<file path="src/hw/rtl/tcgw_pkg.sv">
// Shared types and constants for the text console grid writer.
// Holds the command and result word structs, the sequencer state enum and register codes.
// No dependencies; the registers, sequencer and top use scoped names, the testbench imports it.
`default_nettype none

package tcgw_pkg;

	// default sizes of the character grid
	localparam int MAX_ROWS_DEF  = 32;
	localparam int MAX_SLOTS_DEF = 128;

	// field widths of the command and result words
	localparam int CMD_W    = 2;
	localparam int CHAR_W   = 16;
	localparam int RROW_W   = 5;
	localparam int RCOL_W   = 7;

	// configuration register widths and reset values
	localparam int ROWCFG_W  = 6;
	localparam int SLOTCFG_W = 8;
	localparam logic [ROWCFG_W-1:0]  ROWS_RST  = 6'd32;
	localparam logic [SLOTCFG_W-1:0] SLOTS_RST = 8'd128;

	// APB port geometry
	localparam int PADDR_W = 3;
	localparam int PDATA_W = 32;

	// register select (byte address bit 2)
	localparam logic REG_ROWS  = 1'b0;
	localparam logic REG_SLOTS = 1'b1;

	// limit bus width, wide enough for the largest grid
	localparam int LIM_W = 8;

	// character codes
	localparam logic [CHAR_W-1:0] NEWLINE = 16'd10;
	localparam logic [CHAR_W-1:0] NUL     = 16'd0;

	typedef enum logic [CMD_W-1:0] {
		CMD_WRITE = 2'd0,
		CMD_CLEAR = 2'd1,
		CMD_READ  = 2'd2,
		CMD_MARK  = 2'd3
	} cmd_t;

	typedef struct packed {
		cmd_t              cmd;
		logic [CHAR_W-1:0] char_code;
		logic [RROW_W-1:0] read_row;
		logic [RCOL_W-1:0] read_column;
	} in_t;

	typedef struct packed {
		logic [CHAR_W-1:0] cell_value;
		logic [RROW_W-1:0] cursor_row_now;
		logic [RCOL_W-1:0] cursor_column_now;
	} out_t;

	// last row and last slot in use, from the configuration registers
	typedef struct packed {
		logic [LIM_W-1:0] rows_last;
		logic [LIM_W-1:0] slots_last;
	} lim_t;

	typedef enum logic [2:0] {
		ST_CLEAR,
		ST_IDLE,
		ST_EXEC,
		ST_READ,
		ST_BREAK,
		ST_ROWCLR,
		ST_PUT
	} state_t;

endpackage

`default_nettype wire

</file>
<file path="src/hw/rtl/tcgw_regs.sv">
// APB configuration registers of the grid writer: rows in use and line slots.
// Clamps both into the grid and reports the last row and slot; uses tcgw_pkg.
`default_nettype none

module tcgw_regs #(
	parameter int MAX_ROWS       = tcgw_pkg::MAX_ROWS_DEF,
	parameter int MAX_LINE_SLOTS = tcgw_pkg::MAX_SLOTS_DEF
) (
	input  wire logic                         clk,
	input  wire logic                         arst_n,
	input  wire logic                         psel,
	input  wire logic                         penable,
	input  wire logic                         pwrite,
	input  wire logic [tcgw_pkg::PADDR_W-1:0] paddr,
	input  wire logic [tcgw_pkg::PDATA_W-1:0] pwdata,
	output logic      [tcgw_pkg::PDATA_W-1:0] prdata,
	output logic                              pready,
	output tcgw_pkg::lim_t                    lim,
	output logic                              cfg_wr
);

	localparam int RNW = $clog2(MAX_ROWS + 1);
	localparam int SNW = $clog2(MAX_LINE_SLOTS + 1);
	localparam int REW = (tcgw_pkg::ROWCFG_W > RNW) ? tcgw_pkg::ROWCFG_W : RNW;
	localparam int SEW = (tcgw_pkg::SLOTCFG_W > SNW) ? tcgw_pkg::SLOTCFG_W : SNW;

	logic [tcgw_pkg::ROWCFG_W-1:0]  rows_q;
	logic [tcgw_pkg::SLOTCFG_W-1:0] slots_q;
	logic [REW-1:0]                 rows_raw, rows_eff;
	logic [SEW-1:0]                 slots_raw, slots_eff;

	assign pready = 1'b1;
	assign cfg_wr = psel & penable & pwrite;

	// register writes
	always_ff @(posedge clk or negedge arst_n) begin
		if (!arst_n) begin
			rows_q  <= tcgw_pkg::ROWS_RST;
			slots_q <= tcgw_pkg::SLOTS_RST;
		end else if (cfg_wr) begin
			if (paddr[2] == tcgw_pkg::REG_SLOTS) begin
				slots_q <= pwdata[tcgw_pkg::SLOTCFG_W-1:0];
			end else begin
				rows_q <= pwdata[tcgw_pkg::ROWCFG_W-1:0];
			end
		end
	end

	// read back
	always_comb begin
		case (paddr[2])
			tcgw_pkg::REG_SLOTS: prdata = tcgw_pkg::PDATA_W'(slots_q);
			default:             prdata = tcgw_pkg::PDATA_W'(rows_q);
		endcase
	end

	// clamp into the grid that storage holds
	always_comb begin
		rows_raw  = REW'(rows_q);
		slots_raw = SEW'(slots_q);
		if (rows_raw == REW'(0)) begin
			rows_eff = REW'(1);
		end else if (rows_raw > REW'(MAX_ROWS)) begin
			rows_eff = REW'(MAX_ROWS);
		end else begin
			rows_eff = rows_raw;
		end
		if (slots_raw < SEW'(2)) begin
			slots_eff = SEW'(2);
		end else if (slots_raw > SEW'(MAX_LINE_SLOTS)) begin
			slots_eff = SEW'(MAX_LINE_SLOTS);
		end else begin
			slots_eff = slots_raw;
		end
	end

	assign lim.rows_last  = tcgw_pkg::LIM_W'(rows_eff - REW'(1));
	assign lim.slots_last = tcgw_pkg::LIM_W'(slots_eff - SEW'(1));

endmodule

`default_nettype wire

</file>
<file path="config.mk">
export PLATFORM = sky130hd
export DESIGN_NAME = tcgw_regs
export DESIGN_NICKNAME = d
export VERILOG_FILES = /design/src/hw/rtl/tcgw_pkg.sv /design/src/hw/rtl/tcgw_regs.sv
export SDC_FILE = /design/constraint.sdc
export NUM_CORES = 1
export LEC_CHECK = 0
export BUFFER_PORTS_ARGS = -buffer_cell sky130_fd_sc_hd__clkbuf_2
export CAP_MARGIN = 20
export CORE_MARGIN = 2
export CORE_UTILIZATION = 42
export DETAILED_ROUTE_END_ITERATION = 16
export PLACE_DENSITY_LB_ADDON = 0.25
export SLEW_MARGIN = 10
export SYNTH_ARGS = -nofsm -noshare
export SYNTH_HDL_FRONTEND = slang
export SYNTH_SLANG_ARGS = --single-unit
</file>
<file path="constraint.sdc">
create_clock -name clk -period 4.2 [get_ports clk]
set_input_delay 0 -clock clk [delete_from_list [all_inputs] [get_ports clk]]
set_output_delay 0 -clock clk [all_outputs]
set_load 0.02 [all_outputs]
</file>
==> impl_metrics.py <==
metrics = {
    "run_status": {
        "status": "finished clean",
    },
    "detailed_routing": {
        "drtPass1Iterations": 4,
        "drc_errors": 0,
        "viasPerCell": 4.73,
        "postRouteAntennaNets": 0,
        "drt-initial-drc-count": 29,
        "via_count": 894,
        "routedWlPerCell_um": 11.8,
        "wl_mm": 2.23,
    },
    "floorplanning": {
        "die-area_um2": 3170,
        "ios": 90,
        "die_y_um": 56.3,
        "core_area_um2": 2540,
        "initial_core_util_pct": 45.2,
        "dieWidth_um": 56.3,
        "std_cell_rows": 18,
    },
    "logic_synthesis": {
        "synth.distinct_cells": 33,
        "yosysTopAreaCellShare_pct": 26.1,
        "synth_cells": 118,
        "synth_common_cells": "28 x buf_4, 20 x mux2_2, 12 x dfrtp_1",
        "synth_most_common_cell": "buf_4",
        "avgSynthCellArea_um2": 9.74,
        "seq_area_frac_synth_pct": 30.7,
        "synth_area_leader_cell": "dfrtp_1",
        "yosys_warnings": 0,
        "synth_async_sr_flop_share_pct": 100,
        "synth_edf_count": 0,
        "synth_area_um2": 1150,
        "ys_ff_latch": 14,
        "synth_area_leaders": "dfrtp_1 26%, mux2_2 20%, buf_4 18%",
        "yosys_most_used_dff": "dfrtp_1",
    },
    "final_layout": {
        "fillCellCount": 245,
        "drive_gt1_share_pct": 40.3,
        "diodes": 0,
        "fin_util_pct": 52.6,
        "final_cell_area_um2": 1340,
        "final_cells": 189,
        "area_growth_pct": 16.4,
        "final_nets": 203,
    },
    "sta": {
        "period_needed_ns": 2.39,
        "hold_viol": 0,
        "finalSetupViolations": 0,
        "rsz0062_at_grt": "no",
        "fin_setup_tns_ns": 0,
        "slew_violations": 0,
        "min_period_over_period_pct": 57.0,
        "clock_skew_ns": 0,
        "holdWs_ns": 0.162,
        "fin_ws_ns": 1.81,
        "fmax_ghz": 0.418,
    },
    "pwr": {
        "p_seq_share_pct": 36.4,
        "clkPwrFrac_pct": 11.0,
        "power.total_uw": 619,
        "power_density_nw_per_um2": 463,
        "p_comb_share_pct": 52.6,
        "peakVddDrop_v": 0.000289,
        "switchingPower_uw": 283,
        "internal_power_uw": 336,
        "power_leakage_nw": 0.668,
        "sw_frac_of_total_pct": 45.8,
    },
    "global_routing": {
        "grt_usage_pct": 13.9,
        "grt-ovfl-total": 0,
        "grt_pass1_wl_mm": 3.51,
        "grt_pass1_vias": 781,
        "antenna_found_initial": 0,
        "grt_max_degree": 15,
    },
    "setup_path": {
        "cp_slowest_stage_delay_ns": 0.60,
        "r2r_setup_slack_ns": 3.28,
        "reg2reg_depth": 1,
        "startpoint_type": "flop",
        "r2r_start": "slots_q[2]$_DFFE_PN0P_",
        "path_max_fanout": 9,
        "worstPathRequired_ns": 4.20,
        "critical_path.cell_chain": "or4_4 > nor3_1 > o21ai_0 > ha_1 > inv_1 > nor2_1 > o32ai_1 > clkbuf_2",
        "setup.worst_path.class": "flop to primary output",
        "cp_slowest_cell": "or4_4",
        "r2r-end": "slots_q[2]$_DFFE_PN0P_",
        "arrival_ns": 2.39,
        "cp-end-kind": "primary output",
    },
    "cts": {
        "cts_made_buffers": 3,
        "clock-sinks": 14,
        "cts.htree.levels": 1,
        "clock_path_buffers": 2,
        "post_cts_buffers": 0,
        "tritoncts": "yes",
        "clk_latency_ns": 0.27,
        "cts_root_buffer": "clkbuf_4",
        "path_clk_slew_ns": 0.07,
    },
    "placed_design": {
        "placed_cell_area_um2": 1230,
        "globalplace.congestion": 0.843,
        "hpwl_mm": 1.78,
        "place_ws_ns": 2.10,
        "portBuffers": 36,
        "dp.cells": 177,
    },
    "job": {
        "cap_violations": 0,
    },
    "worst_hold_path": {
        "hp-class": "input port to async pin",
    },
}
-- registers in the layout, summed over array words and instances (netlist names) --
signal,flops
slots_q,8
rows_q,6
-- cell usage in the layout, fill, tap and decap left out, drive strengths merged, types with 2 or more instances in the layout --
master / instances
and2: 2
clkbuf: 39
conb: 27
dfrtp: 12
dfstp: 2
dlygate4sd3: 9
ha: 2
inv: 5
mux2: 20
nand2: 3
nand2b: 4
nor2: 5
nor3: 4
nor3b: 2
nor4: 2
o21ai: 5
xnor2: 2
-- routing by layer --
layer	share of wire (%)	GRT usage, %	vias up
li1	-	-	437
met4	0.72	4.42	0
met1	40	17.2	413
met5	0	0	-
met3	5.5	2.53	2
met2	53	24.2	42
-- power groups by stage --
| stage | clock (mW) | combinational [mW] | sequential [mW] |
|---|---|---|---|
| after floorplan | 0 | 0.275 | 0.201 |
| after global routing | 0.0802 | 0.355 | 0.230 |
| final | 0.0684 | 0.325 | 0.225 |
| after CTS | 0.0720 | 0.329 | 0.224 |
| after global placement | 0 | 0.314 | 0.225 |
| after detailed placement | 0 | 0.322 | 0.227 |
-- worst max path at each step --
stage                                       from  endpoint  slack [ns]  depth (start not counted)
after floorplan           slots_q[2]$_DFFE_PN0P_    lim[4]        2.03                          7
after global placement    slots_q[2]$_DFFE_PN0P_    lim[6]        2.14                          8
after detailed placement  slots_q[2]$_DFFE_PN0P_    lim[6]        2.10                          8
after CTS                 slots_q[2]$_DFFE_PN0P_    lim[6]        1.80                          8
after global routing      slots_q[2]$_DFFE_PN0P_    lim[6]        1.67                          8
final                     slots_q[2]$_DFFE_PN0P_    lim[6]        1.81                          8
-- kinds of logic (layout without fill, tap and decap cells) --
kind of cell	after synthesis	after routing	synth area share [%]
muxes	21	21	20.5
DFF	14	14	30.7
buffers and inverters	37	53	22.1
AOI/OAI and AO/OA	13	13	9.03
adders and majority gates	2	2	2.18
and+or+nand+nor	27	27	13.4
other	2	27	0.653
xor gates and xnor gates	2	2	1.52
-- layout make-up --
class                      count  area [um^2]  area share, %
multi-input combinational     92          637           47.6
clock buffer                   3         22.5           1.68
inverter                       5         18.8           1.40
tap                           30         37.5           2.80
sequential                    14          353           26.4
timing repair buffer          45          270           20.2
-- critical path: cells and delay by family (launching register included) --
kind,cells,cell delay [ns]
AOI/OAI and AO/OA,2,0.32
adders and majority gates,1,0.23
buffers and inverters,2,0.31
DFF,1,0.49
and+or+nand+nor,3,0.78
-- what timing repair did --
item | 4_1_cts | 5_1_grt
gates resized for setup | 0 | 0
hold buffers | 9 | 0
hold endpoints to repair | 28 | 0
Note: power is estimated with default switching activity, not from simulation.
