[config.mk]
export PLATFORM = sky130hd
export DESIGN_NAME = tcgw_ctrl
export DESIGN_NICKNAME = d
export VERILOG_FILES = /design/src/hw/rtl/tcgw_pkg.sv /design/src/hw/rtl/tcgw_inc.sv /design/src/hw/rtl/tcgw_ctrl.sv
export SDC_FILE = /design/constraint.sdc
export NUM_CORES = 1
export LEC_CHECK = 0
export BUFFER_PORTS_ARGS = -buffer_cell sky130_fd_sc_hd__buf_2
export CAP_MARGIN = 10
export CORE_ASPECT_RATIO = 2
export CORE_UTILIZATION = 38
export DETAILED_ROUTE_END_ITERATION = 10
export GPL_TIMING_DRIVEN = 0
export PLACE_DENSITY = 0.69
export SETUP_SLACK_MARGIN = 0.3
export SLEW_MARGIN = 5
export SYNTH_ARGS = -nofsm -noshare
export SYNTH_HDL_FRONTEND = slang
export SYNTH_SLANG_ARGS = --single-unit
[constraint.sdc]
create_clock -name clk -period 7 [get_ports clk]
set_input_delay 0.35 -clock clk [delete_from_list [all_inputs] [get_ports clk]]
set_output_delay 0.35 -clock clk [all_outputs]
set_load 0.05 [all_outputs]
[src/hw/rtl/tcgw_pkg.sv]
// Shared types and constants for the text console grid writer.
// Holds the command and result word structs, the sequencer state enum and register codes.
// No dependencies; the registers, sequencer and top use scoped names, the testbench imports it.
`default_nettype none

package tcgw_pkg;

	// default sizes of the character grid
	localparam int MAX_ROWS_DEF  = 32;
	localparam int MAX_SLOTS_DEF = 128;

	// field widths of the command and result words
	localparam int CMD_W    = 2;
	localparam int CHAR_W   = 16;
	localparam int RROW_W   = 5;
	localparam int RCOL_W   = 7;

	// configuration register widths and reset values
	localparam int ROWCFG_W  = 6;
	localparam int SLOTCFG_W = 8;
	localparam logic [ROWCFG_W-1:0]  ROWS_RST  = 6'd32;
	localparam logic [SLOTCFG_W-1:0] SLOTS_RST = 8'd128;

	// APB port geometry
	localparam int PADDR_W = 3;
	localparam int PDATA_W = 32;

	// register select (byte address bit 2)
	localparam logic REG_ROWS  = 1'b0;
	localparam logic REG_SLOTS = 1'b1;

	// limit bus width, wide enough for the largest grid
	localparam int LIM_W = 8;

	// character codes
	localparam logic [CHAR_W-1:0] NEWLINE = 16'd10;
	localparam logic [CHAR_W-1:0] NUL     = 16'd0;

	typedef enum logic [CMD_W-1:0] {
		CMD_WRITE = 2'd0,
		CMD_CLEAR = 2'd1,
		CMD_READ  = 2'd2,
		CMD_MARK  = 2'd3
	} cmd_t;

	typedef struct packed {
		cmd_t              cmd;
		logic [CHAR_W-1:0] char_code;
		logic [RROW_W-1:0] read_row;
		logic [RCOL_W-1:0] read_column;
	} in_t;

	typedef struct packed {
		logic [CHAR_W-1:0] cell_value;
		logic [RROW_W-1:0] cursor_row_now;
		logic [RCOL_W-1:0] cursor_column_now;
	} out_t;

	// last row and last slot in use, from the configuration registers
	typedef struct packed {
		logic [LIM_W-1:0] rows_last;
		logic [LIM_W-1:0] slots_last;
	} lim_t;

	typedef enum logic [2:0] {
		ST_CLEAR,
		ST_IDLE,
		ST_EXEC,
		ST_READ,
		ST_BREAK,
		ST_ROWCLR,
		ST_PUT
	} state_t;

endpackage

`default_nettype wire

[src/hw/rtl/tcgw_inc.sv]
// Shared increment-and-compare unit of the grid sequencer.
// Gives op + 1 and whether op has reached its last value; no dependencies.
`default_nettype none

module tcgw_inc #(
	parameter int W = 12
) (
	input  wire logic [W-1:0] op,
	input  wire logic [W-1:0] last,
	output logic      [W-1:0] sum,
	output logic              hit
);

	// one adder and one equality compare, shared by every sweep and cursor step
	assign sum = op + W'(1);
	assign hit = (op == last);

endmodule

`default_nettype wire

[src/hw/rtl/tcgw_ctrl.sv]
// Sequencer of the grid writer: cursor, clearing sweeps and cell access.
// Drives the cell RAM and steps everything through the shared tcgw_inc unit; uses tcgw_pkg.
`default_nettype none

module tcgw_ctrl #(
	parameter  int MAX_ROWS       = tcgw_pkg::MAX_ROWS_DEF,
	parameter  int MAX_LINE_SLOTS = tcgw_pkg::MAX_SLOTS_DEF,
	localparam int COL_W  = $clog2(MAX_LINE_SLOTS),
	localparam int DEPTH  = MAX_ROWS * (2 ** COL_W),
	localparam int RAM_AW = (DEPTH > 1) ? $clog2(DEPTH) : 1
) (
	input  wire logic                        clk,
	input  wire logic                        arst_n,
	input  wire logic                        start,
	input  wire tcgw_pkg::in_t               in_word,
	output logic                             busy,
	output logic                             done,
	output tcgw_pkg::out_t                   out_word,
	input  wire tcgw_pkg::lim_t              lim,
	input  wire logic                        cfg_wr,
	output logic                             ram_we,
	output logic      [RAM_AW-1:0]           ram_addr,
	output logic      [tcgw_pkg::CHAR_W-1:0] ram_wdata,
	input  wire logic [tcgw_pkg::CHAR_W-1:0] ram_rdata
);

	localparam int ROW_W = (MAX_ROWS > 1) ? $clog2(MAX_ROWS) : 1;
	localparam int W     = RAM_AW;
	localparam int RCW   = (tcgw_pkg::RROW_W > ROW_W) ? tcgw_pkg::RROW_W : ROW_W;
	localparam int CCW   = (tcgw_pkg::RCOL_W > COL_W) ? tcgw_pkg::RCOL_W : COL_W;

	tcgw_pkg::state_t            state_q, state_d;
	tcgw_pkg::in_t               item_q;
	logic [W-1:0]                ptr_q;
	logic [ROW_W-1:0]            row_q;
	logic [COL_W-1:0]            col_q;
	logic                        pend_q;
	logic                        put_after_q;
	logic                        done_q;
	logic [tcgw_pkg::CHAR_W-1:0] cell_q;

	logic [ROW_W-1:0]            rows_last;
	logic [COL_W-1:0]            slots_last;
	logic [W-1:0]                inc_op, inc_last, inc_sum;
	logic                        inc_hit;
	logic                        fin;
	logic                        in_range;
	logic                        is_nl, is_nul;
	logic [tcgw_pkg::CHAR_W-1:0] cell_val;

	assign rows_last  = ROW_W'(lim.rows_last);
	assign slots_last = COL_W'(lim.slots_last);
	assign is_nl      = (item_q.char_code == tcgw_pkg::NEWLINE);
	assign is_nul     = (item_q.char_code == tcgw_pkg::NUL);
	assign in_range   = (RCW'(item_q.read_row) <= RCW'(rows_last)) &&
	                    (CCW'(item_q.read_column) <= CCW'(slots_last));

	// operand select for the shared incrementer
	always_comb begin
		case (state_q)
			tcgw_pkg::ST_CLEAR: begin
				inc_op   = ptr_q;
				inc_last = W'(DEPTH - 1);
			end
			tcgw_pkg::ST_ROWCLR: begin
				inc_op   = W'(ptr_q[COL_W-1:0]);
				inc_last = W'(slots_last);
			end
			tcgw_pkg::ST_BREAK: begin
				inc_op   = W'(row_q);
				inc_last = W'(rows_last);
			end
			default: begin
				inc_op   = W'(col_q);
				inc_last = W'(slots_last);
			end
		endcase
	end

	tcgw_inc #(.W(W)) u_inc (
		.op   (inc_op),
		.last (inc_last),
		.sum  (inc_sum),
		.hit  (inc_hit)
	);

	// next state
	always_comb begin
		state_d = state_q;
		case (state_q)
			tcgw_pkg::ST_CLEAR: begin
				if (inc_hit) begin
					state_d = tcgw_pkg::ST_IDLE;
				end
			end
			tcgw_pkg::ST_IDLE: begin
				if (start) begin
					state_d = tcgw_pkg::ST_EXEC;
				end
			end
			tcgw_pkg::ST_EXEC: begin
				case (item_q.cmd)
					tcgw_pkg::CMD_WRITE: begin
						if (is_nl || (!is_nul && inc_hit)) begin
							state_d = tcgw_pkg::ST_BREAK;
						end else begin
							state_d = tcgw_pkg::ST_IDLE;
						end
					end
					tcgw_pkg::CMD_CLEAR: state_d = tcgw_pkg::ST_CLEAR;
					tcgw_pkg::CMD_READ:  state_d = tcgw_pkg::ST_READ;
					default:             state_d = tcgw_pkg::ST_IDLE;
				endcase
			end
			tcgw_pkg::ST_BREAK: state_d = tcgw_pkg::ST_ROWCLR;
			tcgw_pkg::ST_ROWCLR: begin
				if (inc_hit) begin
					state_d = put_after_q ? tcgw_pkg::ST_PUT : tcgw_pkg::ST_IDLE;
				end
			end
			default: state_d = tcgw_pkg::ST_IDLE;
		endcase
		// a register write wipes the grid
		if (cfg_wr) begin
			state_d = tcgw_pkg::ST_CLEAR;
		end
	end

	// RAM port, finish strobe and read value
	always_comb begin
		ram_we    = 1'b0;
		ram_addr  = RAM_AW'({row_q, col_q});
		ram_wdata = tcgw_pkg::NUL;
		fin       = 1'b0;
		cell_val  = tcgw_pkg::NUL;
		case (state_q)
			tcgw_pkg::ST_CLEAR: begin
				ram_we   = 1'b1;
				ram_addr = ptr_q;
				fin      = inc_hit & pend_q;
			end
			tcgw_pkg::ST_EXEC: begin
				case (item_q.cmd)
					tcgw_pkg::CMD_WRITE: begin
						ram_wdata = item_q.char_code;
						ram_we    = !is_nl && !is_nul && !inc_hit;
						fin       = is_nul || (!is_nl && !inc_hit);
					end
					tcgw_pkg::CMD_READ: begin
						ram_addr = RAM_AW'({ROW_W'(item_q.read_row),
						                    COL_W'(item_q.read_column)});
					end
					tcgw_pkg::CMD_MARK: begin
						ram_we    = 1'b1;
						ram_wdata = tcgw_pkg::NEWLINE;
						fin       = 1'b1;
					end
					default: ;
				endcase
			end
			tcgw_pkg::ST_READ: begin
				fin      = 1'b1;
				cell_val = in_range ? ram_rdata : tcgw_pkg::NUL;
			end
			tcgw_pkg::ST_BREAK: begin
				ram_we    = 1'b1;
				ram_wdata = tcgw_pkg::NEWLINE;
			end
			tcgw_pkg::ST_ROWCLR: begin
				ram_we   = 1'b1;
				ram_addr = RAM_AW'({row_q, ptr_q[COL_W-1:0]});
				fin      = inc_hit & !put_after_q;
			end
			tcgw_pkg::ST_PUT: begin
				ram_we    = 1'b1;
				ram_wdata = item_q.char_code;
				fin       = 1'b1;
			end
			default: ;
		endcase
	end

	// control registers: state, cursor, sweep pointer
	always_ff @(posedge clk or negedge arst_n) begin
		if (!arst_n) begin
			state_q     <= tcgw_pkg::ST_CLEAR;
			ptr_q       <= '0;
			row_q       <= '0;
			col_q       <= '0;
			pend_q      <= 1'b0;
			put_after_q <= 1'b0;
			done_q      <= 1'b0;
		end else begin
			state_q <= state_d;
			done_q  <= fin;
			if (cfg_wr) begin
				ptr_q  <= '0;
				row_q  <= '0;
				col_q  <= '0;
				pend_q <= 1'b0;
			end else begin
				case (state_q)
					tcgw_pkg::ST_CLEAR: begin
						ptr_q <= inc_sum;
						if (inc_hit) begin
							pend_q <= 1'b0;
						end
					end
					tcgw_pkg::ST_EXEC: begin
						case (item_q.cmd)
							tcgw_pkg::CMD_WRITE: begin
								if (is_nl) begin
									put_after_q <= 1'b0;
								end else if (!is_nul) begin
									if (inc_hit) begin
										put_after_q <= 1'b1;
									end else begin
										col_q <= COL_W'(inc_sum);
									end
								end
							end
							tcgw_pkg::CMD_CLEAR: begin
								ptr_q  <= '0;
								row_q  <= '0;
								col_q  <= '0;
								pend_q <= 1'b1;
							end
							default: ;
						endcase
					end
					tcgw_pkg::ST_BREAK: begin
						row_q <= inc_hit ? '0 : ROW_W'(inc_sum);
						col_q <= '0;
						ptr_q <= '0;
					end
					tcgw_pkg::ST_ROWCLR: ptr_q <= inc_sum;
					tcgw_pkg::ST_PUT:    col_q <= COL_W'(inc_sum);
					default: ;
				endcase
			end
		end
	end

	// command word and read value
	always_ff @(posedge clk) begin
		if (start && (state_q == tcgw_pkg::ST_IDLE)) begin
			item_q <= in_word;
		end
		if (fin) begin
			cell_q <= cell_val;
		end
	end

	assign busy                       = (state_q != tcgw_pkg::ST_IDLE);
	assign done                       = done_q;
	assign out_word.cell_value        = cell_q;
	assign out_word.cursor_row_now    = tcgw_pkg::RROW_W'(row_q);
	assign out_word.cursor_column_now = tcgw_pkg::RCOL_W'(col_q);

	// a result strobe is never followed directly by another
	a_done_single: assert property (@(posedge clk) disable iff (!arst_n)
		done_q |=> !done_q) else $error("result strobe held two cycles");

	// cursor stays inside the grid in use while waiting
	a_cursor_in_grid: assert property (@(posedge clk) disable iff (!arst_n)
		(state_q == tcgw_pkg::ST_IDLE) |-> ((row_q <= rows_last) && (col_q <= slots_last)))
		else $error("cursor outside grid");

	// no cell write while waiting for a command
	a_idle_no_write: assert property (@(posedge clk) disable iff (!arst_n)
		(state_q == tcgw_pkg::ST_IDLE) |-> !ram_we) else $error("write while idle");

	// row clear never runs past the last slot
	a_rowclr_bound: assert property (@(posedge clk) disable iff (!arst_n)
		(state_q == tcgw_pkg::ST_ROWCLR) |-> (ptr_q[COL_W-1:0] <= slots_last))
		else $error("row clear past last slot");

endmodule

`default_nettype wire

==> metrics.md, run 1 <==
| Metric | Value |
|---|---|
| Outcome | finished clean |
| Depth of the worst register-to-register path | 11 |
| Dpl hpwl | 11200 µm |
| Total DRC errors in the routed layout | 0 |
| Final Util | 49.2% |
| Last weighted congestion value of the routability-driven placer | 0.988 |
| Destination of the critical timing path | ram_addr[6] |
| Count of different cell masters after synthesis | between 60 and 70 |
| Die Wd | 78.6 µm |
| Design Area, Final | 0.00559 mm² |
| Placed instance count | 695 |
| Share of layout cells above drive strength 1 | 27.2% |
| Proportion of register bits with asynchronous set or reset after synthesis | 39.5% |
| Main synth FF type | edfxtp_1 |
| Vertical die dimension | ~160 µm |
| GRT Total Usage | about 24% |
| Kind of start point of the critical path | flip-flop |
| Final worst path period share | 57.6% |
| Mapped cell area | 0.00446 mm² |
| Diode insertion count for antenna repair | 0 |
| Critical path launch point | state_q[0] |
| Cell type with the largest total area after synthesis | edfxtp_1 |
| Layout Nets | 648 |
| Yosys warns | 0 |
| Sequential fraction of the synthesis area | 47.8% |
| Area of the core | roughly 0.011 mm² |
| Area delta synth->final | 25.4% |
| Antenna-violating nets left | 0 |
| Cell area after placement | 0.00526 mm² |
| Most used cells in the layout excluding fill and tap cells | buf_2, edfxtp_1, nand2_1 |
| Total number of vias | 4024 |
| Slew of the pin with the lowest slew margin | 1.20 ns |
| Clock tree buffer depth | 2 |
| Worst hold path class | in2async |
| Wire length of the first global-routing pass | 21700 µm |
| Mean routed wirelength per cell | roughly 20 µm |
| CTS sink cnt | 76 |
| Average vias per placed instance | ~5.7 |
| Antenna violations before repair | 0 |
| Clock Skews | 0.00791 ns |
| Worst-skew pair later-pin latency | 0.34 ns |
| Maximum fanout count along the critical path | 10 |
| Number of buffers created by CTS | 9 |
| Final Routed Wirelength | 14100 µm |
| Average cell area after synthesis | 10.3 µm² |
| Setup repair after global routing missed its margin | no |
| Crit Reg-Reg Startpoint | state_q[0] |
| Number of cells produced by synthesis | 432 |
| Buffer count from post-CTS setup fixing | 0 |
| Nature of the critical path endpoint | primary output |
| Top cell type's share of synthesized area | 31.0% |
| Setup Total Neg Slack | 0 ns |
| Area enclosed by the die boundary | between 0.01 and 0.015 mm² |
| Maximum number of pins on one net before global-route repair | 31 |
| Total overflow reported by the global router | 0 |
| Num ports | 125 |
| VDD IR max | 0.000161 V |
| TritonCTS clock tree | built |
| Mapped Nets | 516 |
| Max Cap Viol | 0 |
| Deepest level of the CTS H-tree | 3 |
| Library cell used as clock root buffer | clkbuf_16 |
| Worst R2R End | cell_q[9] |
| Initial Util | 39.3% |
| Post-layout instance count excluding filler cells | 711 |
| Required time worst endpoint | 6.65 ns |
| Cell Rows | 55 |
| # hold bufs at CTS | 0 |
| Resized Gates After CTS | 0 |
| Worst setup path class | reg2out |
| Count of buffers from port buffering | 120 |
| Data arrival at the endpoint of the critical path | 3.68 ns |
| Most common library cell in the layout ignoring fill and taps | buf_2 |
| Post-synthesis sequential element count | 76 |
| Peak Freq | 248 MHz |
| Number of global-route vias before repair | 4093 |
| Leak Pwr | 0.00245 µW |
| CTS clk-pin slew, worst paths | 0.07 ns |
| Final min period | just over 4 ns |
| Finish-stage setup viols | 0 |
| First-pass iteration count of the detailed router | 5 |
| Reg2reg setup slack | 2.98 ns |
| Synth area leaders | edfxtp_1, dfrtp_1, ha_1 |
| Number of synthesized flops with an enable pin | 46 |
| Final Hold Fails | 0 |
| Final Max Slew Viols | 0 |
| Initial detailed-routing violation count | 249 |
| Slew headroom | 19.4% |
| Pwr Density | ~230 mW/mm² |
-- cell families after synthesis --
group	Yosys count	share of synthesized area (%)
simple gates	166	20.8
xor+xnor	10	1.96
mux	13	2.92
flops	76	47.8
compound gates	104	16.9
buf+inv	45	4.40
fa+ha+maj	18	5.22
-- cell type report --
cell class,count,area (µm²)
well taps,142,178
multi-input cells,311,2140
plain buffers,20,103
clock buffers,10,239
clock inverters,6,95.1
inverters,25,93.8
repair buffers,121,616
flip-flops and latches,76,2130
fillers,1128,5760
-- critical path: stages (launching register included) --
cell and delay (ns):
dfrtp_1 0.39, buf_2 0.19, buf_4 0.20, buf_4 0.18, clkbuf_1 0.21, nor4_1 0.95, clkbuf_1 0.59, a22oi_1 0.18
nand2_1 0.15, buf_2 0.27
-- state kept, by name, indices dropped and copies added, names as in the netlist --
signal	cells
cell_q	16
col_q	7
done	1
item_q	30
pend_q	1
ptr_q	12
put_after_q	1
row_q	5
state_q	3
-- layer usage --
metal	routed length (µm)	share of wire (%)	global-route usage, %	vias to the layer above
met5	0	0	0	-
met1	4590	33	22.8	1940
met3	746	5.3	4.46	45
met2	7860	56	45.5	171
met4	870	6.2	16.4	0
li1	-	-	-	1868
-- synthesized netlist by cell type, types with 4 or more instances --
cell type / n
clkbuf_1: 11
xnor2_1: 5
dfrtp_1: 30
xor2_1: 5
nand4_1: 5
nand2b_1: 12
and2_1: 18
inv_1: 24
mux2i_1: 13
nor4_1: 12
o21ai_0: 24
a21o_1: 5
ha_1: 17
nor2b_1: 5
nand2_1: 42
nor2_1: 22
nor3_1: 5
a22oi_1: 9
buf_2: 4
a21oi_1: 18
a32o_1: 7
nor3b_1: 19
a22o_1: 9
edfxtp_1: 46
o21a_1: 6
nand3_1: 9
-- power breakdown --
part           switching (µW)  leakage, µW  internal [µW]
registers                20.7     0.000801            494
clock network             196     0.000157            326
logic                     180      0.00149           88.9
-- how the worst min path moves through the flow --
stage           start       end  slack, ns
4_1_cts        arst_n  col_q[2]       0.08
3_5_place_dp   arst_n  col_q[2]       0.44
2_1_floorplan  arst_n  col_q[0]       0.05
5_1_grt        arst_n  col_q[5]       0.10
3_3_place_gp   arst_n  col_q[5]       0.43
6_report       arst_n  col_q[2]       0.06
-- through the flow --
| step | total power (µW) | worst slack [ns] | hold slack (ns) |
|---|---|---|---|
| 2_1_floorplan | 696 | 3.44 | 0.0544 |
| 3_3_place_gp | 784 | 2.56 | 0.434 |
| 3_5_place_dp | 789 | 3.00 | 0.441 |
| 4_1_cts | 1310 | 2.97 | 0.0795 |
| 5_1_grt | 1350 | 2.70 | 0.103 |
| 6_report | 1300 | 2.97 | 0.0600 |
Note: power is estimated with default switching activity, not from simulation.
==> run 2: changes to the inputs <==
==> constraint.sdc (replaced) <==
create_clock -name clk -period 4.2 [get_ports clk]
set_input_delay 0.21 -clock clk [delete_from_list [all_inputs] [get_ports clk]]
set_output_delay 0.21 -clock clk [all_outputs]
set_load 0.05 [all_outputs]
==> metrics.md, run 2 (synthesis results as in run 1) <==
| Metric | Value |
|---|---|
| Outcome | finished clean (unchanged) |
| TritonCTS clock tree | built (unchanged) |
| Count of buffers from port buffering | 120 (unchanged) |
| Required time worst endpoint | 3.99 ns (was 6.65 ns) |
| Setup Total Neg Slack | 0 ns (unchanged) |
| Cell Rows | 55 (unchanged) |
| Kind of start point of the critical path | flip-flop (unchanged) |
| Final min period | 3.58 ns |
| Initial Util | 39.3% (unchanged) |
| Vertical die dimension | 155 µm (unchanged) |
| Wire length of the first global-routing pass | 21700 µm (about the same) |
| Library cell used as clock root buffer | clkbuf_16 (unchanged) |
| Worst-case setup margin in the final layout | 0.618 ns (was 2.97 ns) |
| Placed instance count | 695 (unchanged) |
| Largest Register | item_q (unchanged) |
| Slew headroom | 21.0% (was 19.4%) |
| GRT Total Usage | 24.2% (was 24.1%) |
| Slew of the pin with the lowest slew margin | 1.18 ns (was 1.20 ns) |
| Share of layout cells above drive strength 1 | 27.5% (was 27.2%) |
| Num ports | 125 (unchanged) |
| Mean routed wirelength per cell | 19.8 µm (about the same) |
| Area enclosed by the die boundary | 0.0122 mm² (unchanged) |
| Worst-skew pair later-pin latency | 0.34 ns (about the same) |
| Antenna-violating nets left | 0 (unchanged) |
| Initial detailed-routing violation count | 238 (was 249) |
| Deepest level of the CTS H-tree | 3 (unchanged) |
| Diode insertion count for antenna repair | 0 (unchanged) |
| Maximum fanout count along the critical path | 10 (unchanged) |
| Worst hold path class | in2reg (was in2async) |
| Peak Freq | about 280 MHz |
| VDD IR max | 0.000268 V (was 0.000161 V) |
| Data arrival at the endpoint of the critical path | 3.37 ns (was 3.68 ns) |
| Top Registers | item_q (30), cell_q (16), ptr_q (12) (unchanged) |
| Pwr Density | 386 mW/mm² (was 233 mW/mm²) |
| Pre-CTS setup slack | 0.195 ns (was 3.00 ns) |
| Most used cells in the layout excluding fill and tap cells | buf_2, edfxtp_1, nand2_1 (unchanged) |
| First-pass iteration count of the detailed router | 7 (was 5) |
| Number of global-route vias before repair | 4103 (was 4093) |
| Worst setup path class | reg2out (unchanged) |
| Final worst path period share | between 80 and 90% |
| Clock Skews | 0.00775 ns (was 0.00791 ns) |
| Antenna violations before repair | 0 (unchanged) |
| Leak Pwr | 0.00246 µW (was 0.00245 µW) |
| Total DRC errors in the routed layout | 0 (unchanged) |
| WHS | 0.0377 ns (was 0.0600 ns) |
| Most common library cell in the layout ignoring fill and taps | buf_2 (unchanged) |
| Area delta synth->final | 26.3% (was 25.4%) |
| Area of the core | 0.0114 mm² (unchanged) |
| Last weighted congestion value of the routability-driven placer | 0.988 (unchanged) |
| Max Cap Viol | 0 (unchanged) |
| Final Routed Wirelength | 14100 µm (about the same) |
| Final Max Slew Viols | 0 (unchanged) |
| Maximum number of pins on one net before global-route repair | 31 (unchanged) |
| Post-layout instance count excluding filler cells | 713 (was 711) |
| Finish-stage setup viols | 0 (unchanged) |
| Max reg flops | 30 (unchanged) |
| Total overflow reported by the global router | 0 (unchanged) |
| Setup repair after global routing missed its margin | no (unchanged) |
| Dpl hpwl | 11200 µm (unchanged) |
| Final Hold Fails | 0 (unchanged) |
| Total number of vias | 4053 (was 4024) |
| Number of buffers created by CTS | 9 (unchanged) |
| CTS sink cnt | 76 (unchanged) |
| Clock tree buffer depth | 2 (unchanged) |
| Layout Nets | 650 (was 648) |
| Nature of the critical path endpoint | primary output (unchanged) |
| Die Wd | 78.6 µm (unchanged) |
| Average vias per placed instance | 5.68 (was 5.66) |
| CTS clk-pin slew, worst paths | 0.07 ns (about the same) |
run 2: changes by cell type in the layout (fill, tap and decap cells not counted), sizes merged:
cell	before	now
buf	130	131
dlygate4sd3	0	1
run 2: path summary, 6_finish.rpt:
kind                             start         end  slack, ns  cells after the start
max                         state_q[0]      ram_we       0.62                     11
min                        in_word[11]  item_q[11]       0.04                      1
max reg2reg                 state_q[0]   cell_q[9]       0.62                     12
min reg2reg                   ptr_q[9]    ptr_q[9]       0.50                      1
max in group asynchronous       arst_n    ptr_q[7]       3.27                      2
min in group asynchronous       arst_n    col_q[2]       0.46                      2
run 2: per-layer routing:
| layer | vias to the layer above | routed length (µm) | GRT usage, % |
|---|---|---|---|
| li1 | 1876 | - | - |
| met3 | 46 | 847 | 4.46 |
| met2 | 193 | 7910 | 45.3 |
| met1 | 1938 | 4500 | 22.8 |
| met5 | - | 0 | 0 |
| met4 | 0 | 878 | 16.8 |
run 2: critical path: stages, from the launching register on:
cell and delay, ns:
dfrtp_1 0.39, buf_2 0.19, buf_4 0.20, nor2_2 0.34
o21ai_0 0.19, and3_1 0.24, a2111oi_4 0.39, nand4_2 0.29
o211a_2 0.24, o21ai_0 0.22, nand2_1 0.10, buf_2 0.22
run 2: layout make-up:
class | count | area [µm²]
inverters | 25 | 93.8
well taps | 142 | 178
clock buffers | 10 | 239
repair buffers | 123 | 646
multi-input cells | 311 | 2150
plain buffers | 20 | 103
clock inverters | 6 | 95.1
fillers | 1126 | 5720
flip-flops and latches | 76 | 2130
run 2: power breakdown:
| group | switching [µW] | internal, µW |
|---|---|---|
| Clock | 328 | 543 |
| Combinational | 300 | 149 |
| Sequential | 35.5 | 823 |
run 2: timing repair:
item	4_1_cts	5_1_grt
hold buffers	1	0
setup buffers	0	1
gates cloned	0	0
gates resized for setup	1	1
endpoints found under the hold margin	30	0
pin swaps	0	1
endpoints found under the setup margin	16	23
run 2: stage by stage:
stage / power [µW] / area (µm²) / utilization, %
after floorplan: 1160 / 4460 / -
after global placement: 1310 / 5240 / 46.1
after detailed placement: 1320 / 5260 / 46.3
after CTS: 2180 / 5610 / 49.4
after global routing: 2250 / 5640 / 49.6
final: 2180 / 5640 / 49.6
